==> src/rtl/ppdm_pkg.sv <==
package ppdm_pkg;

    // default frame geometry
    localparam int MATRIX_WIDTH_DEFAULT  = 16;
    localparam int MATRIX_HEIGHT_DEFAULT = 16;

    // apb geometry: eight 32-bit registers at 4*i
    localparam int APB_ADDR_W = 5;
    localparam int APB_DATA_W = 32;
    localparam int REG_SEL_W  = 3;

    localparam int PALETTE_DEPTH = 5;
    localparam int INDEX_W       = 3;
    localparam int CHAN_W        = 8;
    localparam int COLOR_W       = 24;
    localparam int LED_W         = 8;
    localparam int LAYOUT_W      = 2;

    // register map
    localparam logic [REG_SEL_W-1:0] REG_LAYOUT_MODE = 3'd0;
    localparam logic [REG_SEL_W-1:0] REG_PALETTE_0   = 3'd1;
    localparam logic [REG_SEL_W-1:0] REG_PALETTE_1   = 3'd2;
    localparam logic [REG_SEL_W-1:0] REG_PALETTE_2   = 3'd3;
    localparam logic [REG_SEL_W-1:0] REG_PALETTE_3   = 3'd4;
    localparam logic [REG_SEL_W-1:0] REG_PALETTE_4   = 3'd5;
    localparam logic [REG_SEL_W-1:0] REG_DIM_SCALE   = 3'd6;
    localparam logic [REG_SEL_W-1:0] REG_DIM_OFFSET  = 3'd7;

    // layout codes
    localparam logic [LAYOUT_W-1:0] LAYOUT_COLUMN     = 2'd0;
    localparam logic [LAYOUT_W-1:0] LAYOUT_SERPENTINE = 2'd1;
    localparam logic [LAYOUT_W-1:0] LAYOUT_MIRRORED   = 2'd2;

    // palette reset contents
    localparam logic [COLOR_W-1:0] PALETTE_RST_0 = 24'h000000;
    localparam logic [COLOR_W-1:0] PALETTE_RST_1 = 24'hC0C0C0;
    localparam logic [COLOR_W-1:0] PALETTE_RST_2 = 24'hFF0000;
    localparam logic [COLOR_W-1:0] PALETTE_RST_3 = 24'h00FF00;
    localparam logic [COLOR_W-1:0] PALETTE_RST_4 = 24'hFF8080;

    // scale by (256 - scale) / 256, floor, then saturating subtract of offset
    function automatic logic [CHAN_W-1:0] dim_channel(
        input logic [CHAN_W-1:0] chan,
        input logic [CHAN_W-1:0] scale,
        input logic [CHAN_W-1:0] offset
    );
        logic [16:0]       prod;
        logic [CHAN_W-1:0] v;
        prod = {9'd0, chan} * (17'd256 - {9'd0, scale});
        v    = prod[15:8];
        return (v > offset) ? (v - offset) : '0;
    endfunction

endpackage

==> src/rtl/palette_pixel_dimmer_mapper_unit.sv <==
// palette pixel dimmer and led chain mapper
//
// pixel channel: one 3-bit palette index per word, raster order, accepted
// when pix_valid is high and pix_stall low. led channel: chain position,
// dimmed red/green/blue and a last-of-frame flag, taken when led_valid is
// high and led_stall low.
// an accepted word passes an input register, then the result register,
// before led_valid rises. throughput: one word per clock while led_stall
// is low; each word takes one palette lookup, three channel dim
// multipliers and a position adder.
// when the receiver stalls, the result register holds its word and the
// input register can still take one more word; pix_stall rises only while
// both are full and led_stall is high.
// configuration: apb port, register i at byte address 4*i, pready tied
// high; the user writes only while the datapath is empty (unenforced).
// reset: pipeline empties, column/row counters go to the first pixel,
// registers return to their reset values (default palette, no dimming,
// column-major layout).
module palette_pixel_dimmer_mapper_unit #(
    parameter int MATRIX_WIDTH  = ppdm_pkg::MATRIX_WIDTH_DEFAULT,
    parameter int MATRIX_HEIGHT = ppdm_pkg::MATRIX_HEIGHT_DEFAULT
) (
    input  logic                              clk,
    input  logic                              rst_n,
    // apb configuration
    input  logic                              psel,
    input  logic                              penable,
    input  logic                              pwrite,
    input  logic [ppdm_pkg::APB_ADDR_W-1:0]   paddr,
    input  logic [ppdm_pkg::APB_DATA_W-1:0]   pwdata,
    output logic [ppdm_pkg::APB_DATA_W-1:0]   prdata,
    output logic                              pready,
    // pixel input
    input  logic                              pix_valid,
    output logic                              pix_stall,
    input  logic [ppdm_pkg::INDEX_W-1:0]      palette_index,
    // led output
    output logic                              led_valid,
    input  logic                              led_stall,
    output logic [ppdm_pkg::LED_W-1:0]        led_index,
    output logic [ppdm_pkg::CHAN_W-1:0]       red,
    output logic [ppdm_pkg::CHAN_W-1:0]       green,
    output logic [ppdm_pkg::CHAN_W-1:0]       blue,
    output logic                              frame_last
);

    localparam int COL_W = (MATRIX_WIDTH  > 1) ? $clog2(MATRIX_WIDTH)  : 1;
    localparam int ROW_W = (MATRIX_HEIGHT > 1) ? $clog2(MATRIX_HEIGHT) : 1;
    localparam logic [COL_W-1:0] COL_LAST = COL_W'(MATRIX_WIDTH - 1);
    localparam logic [ROW_W-1:0] ROW_LAST = ROW_W'(MATRIX_HEIGHT - 1);
    // chain position is kept modulo 256
    localparam logic [ppdm_pkg::LED_W-1:0] WIDTH_M1  = ppdm_pkg::LED_W'(MATRIX_WIDTH - 1);
    localparam logic [ppdm_pkg::LED_W-1:0] HEIGHT_8  = ppdm_pkg::LED_W'(MATRIX_HEIGHT);
    localparam logic [ppdm_pkg::LED_W-1:0] HEIGHT_M1 = ppdm_pkg::LED_W'(MATRIX_HEIGHT - 1);

    // ---------------------------------------------------------------
    // configuration registers
    // ---------------------------------------------------------------
    logic [ppdm_pkg::LAYOUT_W-1:0] layout_reg;
    logic [ppdm_pkg::COLOR_W-1:0]  palette_reg [ppdm_pkg::PALETTE_DEPTH];
    logic [ppdm_pkg::CHAN_W-1:0]   scale_reg;
    logic [ppdm_pkg::CHAN_W-1:0]   offset_reg;

    logic                           cfg_write;
    logic [ppdm_pkg::REG_SEL_W-1:0] reg_sel;

    assign pready    = 1'b1;
    assign cfg_write = psel && penable && pwrite && pready;
    assign reg_sel   = paddr[ppdm_pkg::APB_ADDR_W-1:2];

    always_ff @(posedge clk or negedge rst_n)
    begin
        if (!rst_n)
        begin
            layout_reg     <= ppdm_pkg::LAYOUT_COLUMN;
            palette_reg[0] <= ppdm_pkg::PALETTE_RST_0;
            palette_reg[1] <= ppdm_pkg::PALETTE_RST_1;
            palette_reg[2] <= ppdm_pkg::PALETTE_RST_2;
            palette_reg[3] <= ppdm_pkg::PALETTE_RST_3;
            palette_reg[4] <= ppdm_pkg::PALETTE_RST_4;
            scale_reg      <= '0;
            offset_reg     <= '0;
        end
        else if (cfg_write)
        begin
            unique case (reg_sel)
                ppdm_pkg::REG_LAYOUT_MODE: layout_reg <= pwdata[ppdm_pkg::LAYOUT_W-1:0];
                ppdm_pkg::REG_PALETTE_0:   palette_reg[0] <= pwdata[ppdm_pkg::COLOR_W-1:0];
                ppdm_pkg::REG_PALETTE_1:   palette_reg[1] <= pwdata[ppdm_pkg::COLOR_W-1:0];
                ppdm_pkg::REG_PALETTE_2:   palette_reg[2] <= pwdata[ppdm_pkg::COLOR_W-1:0];
                ppdm_pkg::REG_PALETTE_3:   palette_reg[3] <= pwdata[ppdm_pkg::COLOR_W-1:0];
                ppdm_pkg::REG_PALETTE_4:   palette_reg[4] <= pwdata[ppdm_pkg::COLOR_W-1:0];
                ppdm_pkg::REG_DIM_SCALE:   scale_reg  <= pwdata[ppdm_pkg::CHAN_W-1:0];
                ppdm_pkg::REG_DIM_OFFSET:  offset_reg <= pwdata[ppdm_pkg::CHAN_W-1:0];
                default: ;
            endcase
        end
    end

    // register readback
    always_comb
    begin
        unique case (reg_sel)
            ppdm_pkg::REG_LAYOUT_MODE: prdata = ppdm_pkg::APB_DATA_W'(layout_reg);
            ppdm_pkg::REG_PALETTE_0:   prdata = ppdm_pkg::APB_DATA_W'(palette_reg[0]);
            ppdm_pkg::REG_PALETTE_1:   prdata = ppdm_pkg::APB_DATA_W'(palette_reg[1]);
            ppdm_pkg::REG_PALETTE_2:   prdata = ppdm_pkg::APB_DATA_W'(palette_reg[2]);
            ppdm_pkg::REG_PALETTE_3:   prdata = ppdm_pkg::APB_DATA_W'(palette_reg[3]);
            ppdm_pkg::REG_PALETTE_4:   prdata = ppdm_pkg::APB_DATA_W'(palette_reg[4]);
            ppdm_pkg::REG_DIM_SCALE:   prdata = ppdm_pkg::APB_DATA_W'(scale_reg);
            ppdm_pkg::REG_DIM_OFFSET:  prdata = ppdm_pkg::APB_DATA_W'(offset_reg);
            default:                   prdata = '0;
        endcase
    end

    // ---------------------------------------------------------------
    // handshake: input register feeds the result register
    // ---------------------------------------------------------------
    logic s1_valid_reg;
    logic s1_valid_next;
    logic led_valid_reg;
    logic led_valid_next;
    logic pix_take;
    logic led_load;

    // result register loads when empty or being drained
    assign led_load  = !led_valid_reg || !led_stall;
    assign pix_stall = s1_valid_reg && !led_load;
    assign pix_take  = pix_valid && !pix_stall;

    always_comb
    begin
        led_valid_next = led_load ? s1_valid_reg : led_valid_reg;
        s1_valid_next  = pix_take ? 1'b1 : (led_load ? 1'b0 : s1_valid_reg);
    end

    // ---------------------------------------------------------------
    // raster position counters, advanced on each accepted pixel
    // ---------------------------------------------------------------
    logic [COL_W-1:0] col_reg;
    logic [COL_W-1:0] col_next;
    logic [ROW_W-1:0] row_reg;
    logic [ROW_W-1:0] row_next;
    logic             last_col;
    logic             last_row;

    assign last_col = (col_reg == COL_LAST);
    assign last_row = (row_reg == ROW_LAST);

    always_comb
    begin
        col_next = col_reg;
        row_next = row_reg;
        if (pix_take)
        begin
            if (last_col)
            begin
                col_next = '0;
                row_next = last_row ? '0 : row_reg + 1'b1;
            end
            else
            begin
                col_next = col_reg + 1'b1;
            end
        end
    end

    always_ff @(posedge clk or negedge rst_n)
    begin
        if (!rst_n)
        begin
            s1_valid_reg  <= 1'b0;
            led_valid_reg <= 1'b0;
            col_reg       <= '0;
            row_reg       <= '0;
        end
        else
        begin
            s1_valid_reg  <= s1_valid_next;
            led_valid_reg <= led_valid_next;
            col_reg       <= col_next;
            row_reg       <= row_next;
        end
    end

    // ---------------------------------------------------------------
    // input register: index plus the pixel's position
    // ---------------------------------------------------------------
    logic [ppdm_pkg::INDEX_W-1:0] s1_index_reg;
    logic [COL_W-1:0]             s1_col_reg;
    logic [ROW_W-1:0]             s1_row_reg;
    logic                         s1_last_reg;

    always_ff @(posedge clk)
    begin
        if (pix_take)
        begin
            s1_index_reg <= palette_index;
            s1_col_reg   <= col_reg;
            s1_row_reg   <= row_reg;
            s1_last_reg  <= last_col && last_row;
        end
    end

    // ---------------------------------------------------------------
    // datapath between the two registers
    // ---------------------------------------------------------------
    logic [ppdm_pkg::COLOR_W-1:0] color;
    logic [ppdm_pkg::CHAN_W-1:0]  red_next;
    logic [ppdm_pkg::CHAN_W-1:0]  green_next;
    logic [ppdm_pkg::CHAN_W-1:0]  blue_next;
    logic [ppdm_pkg::CHAN_W-1:0]  green_dim;
    logic [ppdm_pkg::CHAN_W-1:0]  blue_dim;
    logic [ppdm_pkg::LED_W-1:0]   col_8;
    logic [ppdm_pkg::LED_W-1:0]   row_8;
    logic [ppdm_pkg::LED_W-1:0]   mirror_col;
    logic [ppdm_pkg::LED_W-1:0]   led_index_next;

    // indexes past the last entry fall back to entry 0
    always_comb
    begin
        unique case (s1_index_reg)
            3'd1:    color = palette_reg[1];
            3'd2:    color = palette_reg[2];
            3'd3:    color = palette_reg[3];
            3'd4:    color = palette_reg[4];
            default: color = palette_reg[0];
        endcase
    end

    assign red_next  = ppdm_pkg::dim_channel(color[23:16], scale_reg, offset_reg);
    assign green_dim = ppdm_pkg::dim_channel(color[15:8],  scale_reg, offset_reg);
    assign blue_dim  = ppdm_pkg::dim_channel(color[7:0],   scale_reg, offset_reg);

    // mirrored layout also halves green and blue
    assign green_next = (layout_reg == ppdm_pkg::LAYOUT_MIRRORED) ? (green_dim >> 1) : green_dim;
    assign blue_next  = (layout_reg == ppdm_pkg::LAYOUT_MIRRORED) ? (blue_dim >> 1)  : blue_dim;

    assign col_8      = ppdm_pkg::LED_W'(s1_col_reg);
    assign row_8      = ppdm_pkg::LED_W'(s1_row_reg);
    assign mirror_col = WIDTH_M1 - col_8;

    // chain position, wrapping at 256
    always_comb
    begin
        unique case (layout_reg)
            ppdm_pkg::LAYOUT_SERPENTINE:
            begin
                if (s1_col_reg[0])
                    led_index_next = row_8 + col_8 * HEIGHT_8;
                else
                    led_index_next = (HEIGHT_M1 - row_8) + col_8 * HEIGHT_8;
            end
            ppdm_pkg::LAYOUT_MIRRORED:
            begin
                if (s1_col_reg[0])
                    led_index_next = (HEIGHT_M1 - row_8) + mirror_col * HEIGHT_8;
                else
                    led_index_next = row_8 + mirror_col * HEIGHT_8;
            end
            // column-major, also for the unused code
            default: led_index_next = row_8 + col_8 * HEIGHT_8;
        endcase
    end

    // ---------------------------------------------------------------
    // result register
    // ---------------------------------------------------------------
    logic [ppdm_pkg::LED_W-1:0]  led_index_reg;
    logic [ppdm_pkg::CHAN_W-1:0] red_reg;
    logic [ppdm_pkg::CHAN_W-1:0] green_reg;
    logic [ppdm_pkg::CHAN_W-1:0] blue_reg;
    logic                        frame_last_reg;

    always_ff @(posedge clk)
    begin
        if (led_load && s1_valid_reg)
        begin
            led_index_reg  <= led_index_next;
            red_reg        <= red_next;
            green_reg      <= green_next;
            blue_reg       <= blue_next;
            frame_last_reg <= s1_last_reg;
        end
    end

    assign led_valid  = led_valid_reg;
    assign led_index  = led_index_reg;
    assign red        = red_reg;
    assign green      = green_reg;
    assign blue       = blue_reg;
    assign frame_last = frame_last_reg;

endmodule

==> config.mk <==
export PLATFORM = sky130hd
export DESIGN_NAME = palette_pixel_dimmer_mapper_unit
export DESIGN_NICKNAME = d
export VERILOG_FILES = /design/src/rtl/ppdm_pkg.sv /design/src/rtl/palette_pixel_dimmer_mapper_unit.sv
export SDC_FILE = /design/constraint.sdc
export NUM_CORES = 1
export LEC_CHECK = 0
export BUFFER_PORTS_ARGS = -buffer_cell sky130_fd_sc_hd__buf_4
export CORE_MARGIN = 5
export CORE_UTILIZATION = 45
export DETAILED_ROUTE_END_ITERATION = 6
export PLACE_DENSITY = 0.6
export SETUP_SLACK_MARGIN = 0.02
export SYNTH_ARGS = -nofsm -noshare
export SYNTH_HDL_FRONTEND = slang
export SYNTH_SLANG_ARGS = --single-unit
==> constraint.sdc <==
create_clock -name clk -period 21.8 [get_ports clk]
set_input_delay 1.09 -clock clk [delete_from_list [all_inputs] [get_ports clk]]
set_output_delay 1.09 -clock clk [all_outputs]
set_load 0.05 [all_outputs]
# == Word-level counts from Yosys, hierarchy flattened ==
# Index checks and enable logic that the tools add are counted.
# totals
regBits,193
inputBits,47
out_inout_bits,68
elab_cells,91
# classes
addsub,12
multipliers,3
order_cmp,3
eq_ne,15
n_mux,13
reduce_logical,22
# op_table
operator,count
case mux 32 bit (8 select lines),1
case mux 24 bit (4 select lines),1
multiplier 8 x 17 -> 16 bit,2
2-to-1 mux 8 bit,4
> comparator 8 bit,3
subtractor 8 bit,3
AND reduction 2 bit,9
adder 4 x 8 -> 8 bit,2
adder 8 bit,2
multiplier 9 x 10 -> 16 bit,1
case mux 8 bit (2 select lines),1
"== test 3 bit, second input constant",5
2-to-1 mux 7 bit,2
"== test 3 x 2 -> 1 bit, second input constant",4
"subtractor 9 x 8 -> 10 bit, first input constant",1
"adder 4 x 1 -> 4 bit, second input constant",2
"== test 4 bit, second input constant",2
2-to-1 mux 4 bit,2
"== test 3 x 1 -> 1 bit, second input constant",2
logical AND 1 bit,6
"subtractor 4 x 4 -> 5 bit, first input constant",1
logical NOT 1 bit,4
"subtractor 4 bit, first input constant",1
logical NOT 3 bit,1
other kinds (5),6

# == Logic depth before layout (Yosys ltp) ==
# depth
ltp_word,7
depth_mapped,33
mapped_depth_nobuf,29

# == Least setup slack after synthesis ==
# No wires, ideal clock.
# synth_timing
path_kind,flip-flop to flip-flop
from,register s1_index_reg[1] (netlist bit)
to,"register red_reg, in the netlist red[3], data pin"
setup_ns,0.287
arrival_ns,7.044
required_ns,21.513
slack_ns,14.469
path_stages_with_launch,30
path_buffers,4
period_less_slack_ns,7.331
cell_sequence,edfxtp_1 -> buf_2 -> buf_4 -> buf_6 -> buf_2 -> nand2_1 -> o221ai_1 -> a221oi_1 -> nand2_1 -> fa_1 -> fa_1 -> inv_1 -> fa_1 -> fa_1 -> ha_1 -> nand4_1 -> or3_1 -> nor3_1 -> or3_1 -> xnor2_1 -> ha_1 -> inv_1 -> fa_1 -> a21o_1 -> a21oi_1 -> o21bai_1 -> a21oi_1 -> nor2b_1 -> o31ai_1 -> nor3_1
# synth_via
elab_chain_len,4
word_cells_on_any_way,8
classes_between,add/sub (1); mul (1); order compare (1); eq/ne (4); mux (1)
# synth_rtl
item,line,source
start: declaration,palette_pixel_dimmer_mapper_unit.sv:189,logic [ppdm_pkg::INDEX_W-1:0] s1_index_reg;
start signal: assignment,palette_pixel_dimmer_mapper_unit.sv:198,s1_index_reg <= palette_index;
"== test 3 bit, or another cell as far along",palette_pixel_dimmer_mapper_unit.sv:222,unique case (s1_index_reg)
case mux 24 bit (4 select lines) (*),palette_pixel_dimmer_mapper_unit.sv:222,
multiplier 8 x 17 -> 16 bit (*),ppdm_pkg.sv:49,"prod = {9'd0, chan} * (17'd256 - {9'd0, scale});"
subtractor 8 bit or > comparator 8 bit (tied branches),ppdm_pkg.sv:51,return (v > offset) ? (v - offset) : '0;
end signal: assignment,palette_pixel_dimmer_mapper_unit.sv:280,red_reg <= red_next;
end: declaration,palette_pixel_dimmer_mapper_unit.sv:270,logic [ppdm_pkg::CHAN_W-1:0] red_reg;
# Every way passes the cells marked *; elsewhere a longest branch is shown, timed or not.
# A chain may end at the register's enable or synchronous reset.

# == Final worst setup path ==
# Ends and elaborated chain as after synthesis.

==> impl_metrics.ini <==
[die]
io_pins = 115
placementRows = 71
start_util = 0.455
die_h_um = 205
fp.coreArea_um2 = 37600
dieArea_um2 = 42000
fp.dieW_um = 205

[sta]
fin_crit_sh = 0.397
fin_ws_ps = 13150
post-route-min-period_ps = 8650
rsz0062_at_grt = false
slew_headroom = 0.274
hold-worst-slack_ps = 424
final-max-slew-violation-count = 0
fmax_mhz = 116
hold_violations = 0
setup_tns_ps = 0
setup_viol = 0
fin_skew_ps = 13.6
tightest_slew_ps = 1090

[synth]
syn-cell-area_um2 = 17100
yosysSeqAreaShare = 0.298
yosysTopAreaCellShare = 0.170
async_flop_share = 0.767
ys_ff_latch = 193
syn_area_per_cell_um2 = 10.2
synth_top_area_cell = dfrtp_1
synth_cell_type_count = 79
synth_ff_type = dfrtp_1
syn_inst = 1679
ys_warn_count = 0
synth_enable_flop_cells = 45
synth_area_leaders = dfrtp_1 (17%), fa_1 (15%), mux2_2 (10%), ha_1 (9.3%), edfxtp_1 (7.9%)

[setup_path]
worst_ep_required_time_ps = 21960
path_class = reg2reg
slowest_delay_ps = 880
worstPathMaxFanout = 47
worst_setup_path_end_kind = flop
critPathTopFamily = adder cells
cpMostUsedCell = fa_1
cp_slowest_cell = a21oi_1
cp-start-kind = flop
worst-path-buf-inv = 4
worst_ep_arrival_time_ps = 8810

[route]
drc_errors = 0
firstDrtPassIters = 5
postRouteAntennaNets = 0
wl_um = 44200
via_per_inst = 5.59
wl_per_cell_um = 19.4
dr.first_iter.drc_count = 747
vias = 12690

[global_route]
antenna_found_initial = 2
gr-total-overflow = 0
grt_max_degree = 79
grt_use_total = 0.216
grt_pass1_vias = 12987
grt_pass1_wl_um = 71300

[clock_tree]
postCtsResizedCells = 0
clkLatencyLatePin_ps = 460
cts_made_buffers = 17
cts.sinks = 193
clk_pin_slew_ps = 70
clockBufferDepth = 2
cts-htree-levels = 4
cts_hold_buffers = 0
cts_tree = built
cts_setup_buffers = 0
ctsRootBufferMaster = clkbuf_16

[outcome]
status = completed

[placement]
place.gp.congestion = 0.907
place_ws_ps = 13260
portBuffers = 95
hpwl_um = 32000

[finish]
area_delta_synth_final_pct = 10.8
fin_util = 0.504
largest_register_ffs = 120
fill_cells = 3442
n_antenna_cell = 0
drive_above_1_share = 0.228
final_cell_mix = inv_1 (194), nor2_1 (167), mux2_2 (159), nand2_1 (127), ha_1 (127)
seqCellArea_um2 = 5090
multi_input_area_um2 = 10900
nets = 2045
layout_commonest_cell = inv_1

[flow_run]
drv_cap = 0

[worst_hold_path]
hp-class = reg2reg
-- Yosys cell counts (all sizes together) (3+ instances only) --
| master | number |
|---|---|
| a211oi | 4 |
| a21bo | 3 |
| a21boi | 4 |
| a21o | 12 |
| a21oi | 53 |
| a221oi | 9 |
| a22oi | 17 |
| a31oi | 9 |
| and2 | 30 |
| buf | 30 |
| clkbuf | 54 |
| dfrtp | 116 |
| dfstp | 32 |
| edfxtp | 45 |
| fa | 124 |
| ha | 127 |
| inv | 194 |
| mux2 | 160 |
| mux2i | 30 |
| mux4 | 22 |
| nand2 | 127 |
| nand2b | 20 |
| nand3 | 10 |
| nand4 | 13 |
| nor2 | 171 |
| nor2b | 16 |
| nor3 | 18 |
| nor3b | 5 |
| nor4b | 3 |
| o211ai | 7 |
| o21a | 9 |
| o21ai | 48 |
| o221ai | 6 |
| o22a | 4 |
| o22ai | 27 |
| o31ai | 5 |
| or2 | 13 |
| or3 | 7 |
| xnor2 | 46 |
| xor2 | 15 |
-- metal layers --
metal / wire length, um / global-route usage / up-vias
met4: 1110 / 0.0651 / 0
met5: 0 / 0 / -
met1: 19800 / 0.293 / 6505
met2: 21500 / 0.363 / 277
met3: 1720 / 0.0313 / 59
li1: - / - / 5849
-- area by class of cell --
class | instances | share of cell area
Clock buffer | 18 | 0.0227
Clock inverter | 14 | 0.00793
Inverter | 195 | 0.0387
Multi-Input combinational cell | 1214 | 0.577
Sequential cell | 193 | 0.269
Tap cell | 511 | 0.0338
Timing Repair Buffer | 126 | 0.0502
-- metrics by stage --
stage	cells	cell area, um^2
floorplan	1686	17100
global placement	2239	18300
detailed placement	2239	18300
CTS	2271	18900
global route	2271	18900
finish	2271	18900
-- final timing paths --
kind | end | from | slack (ps) | cells past startpoint
min in group asynchronous | s1_valid_reg | rst_n | 660 | 1
worst max-delay path | red[3] | s1_index_reg[1] | 13150 | 27
max in group asynchronous | palette_reg[40] | rst_n | 19700 | 2
worst min register to register | frame_last | s1_last_reg | 420 | 0
worst min-delay path | frame_last | s1_last_reg | 420 | 0
worst max register to register | red[3] | s1_index_reg[1] | 13150 | 27
-- logic make-up after synthesis --
| family | after synthesis | share of synthesized area |
|---|---|---|
| simple gates | 442 | 0.119 |
| buf+inv | 279 | 0.0658 |
| fa+ha+maj | 251 | 0.238 |
| compound gates | 239 | 0.0943 |
| mux | 212 | 0.152 |
| flops | 193 | 0.298 |
| xor+xnor | 61 | 0.0313 |
| other cells | 2 | 0.000440 |
Power is not shown: default switching activity piles up to over one toggle a cycle in this logic, so the estimate is an artifact.
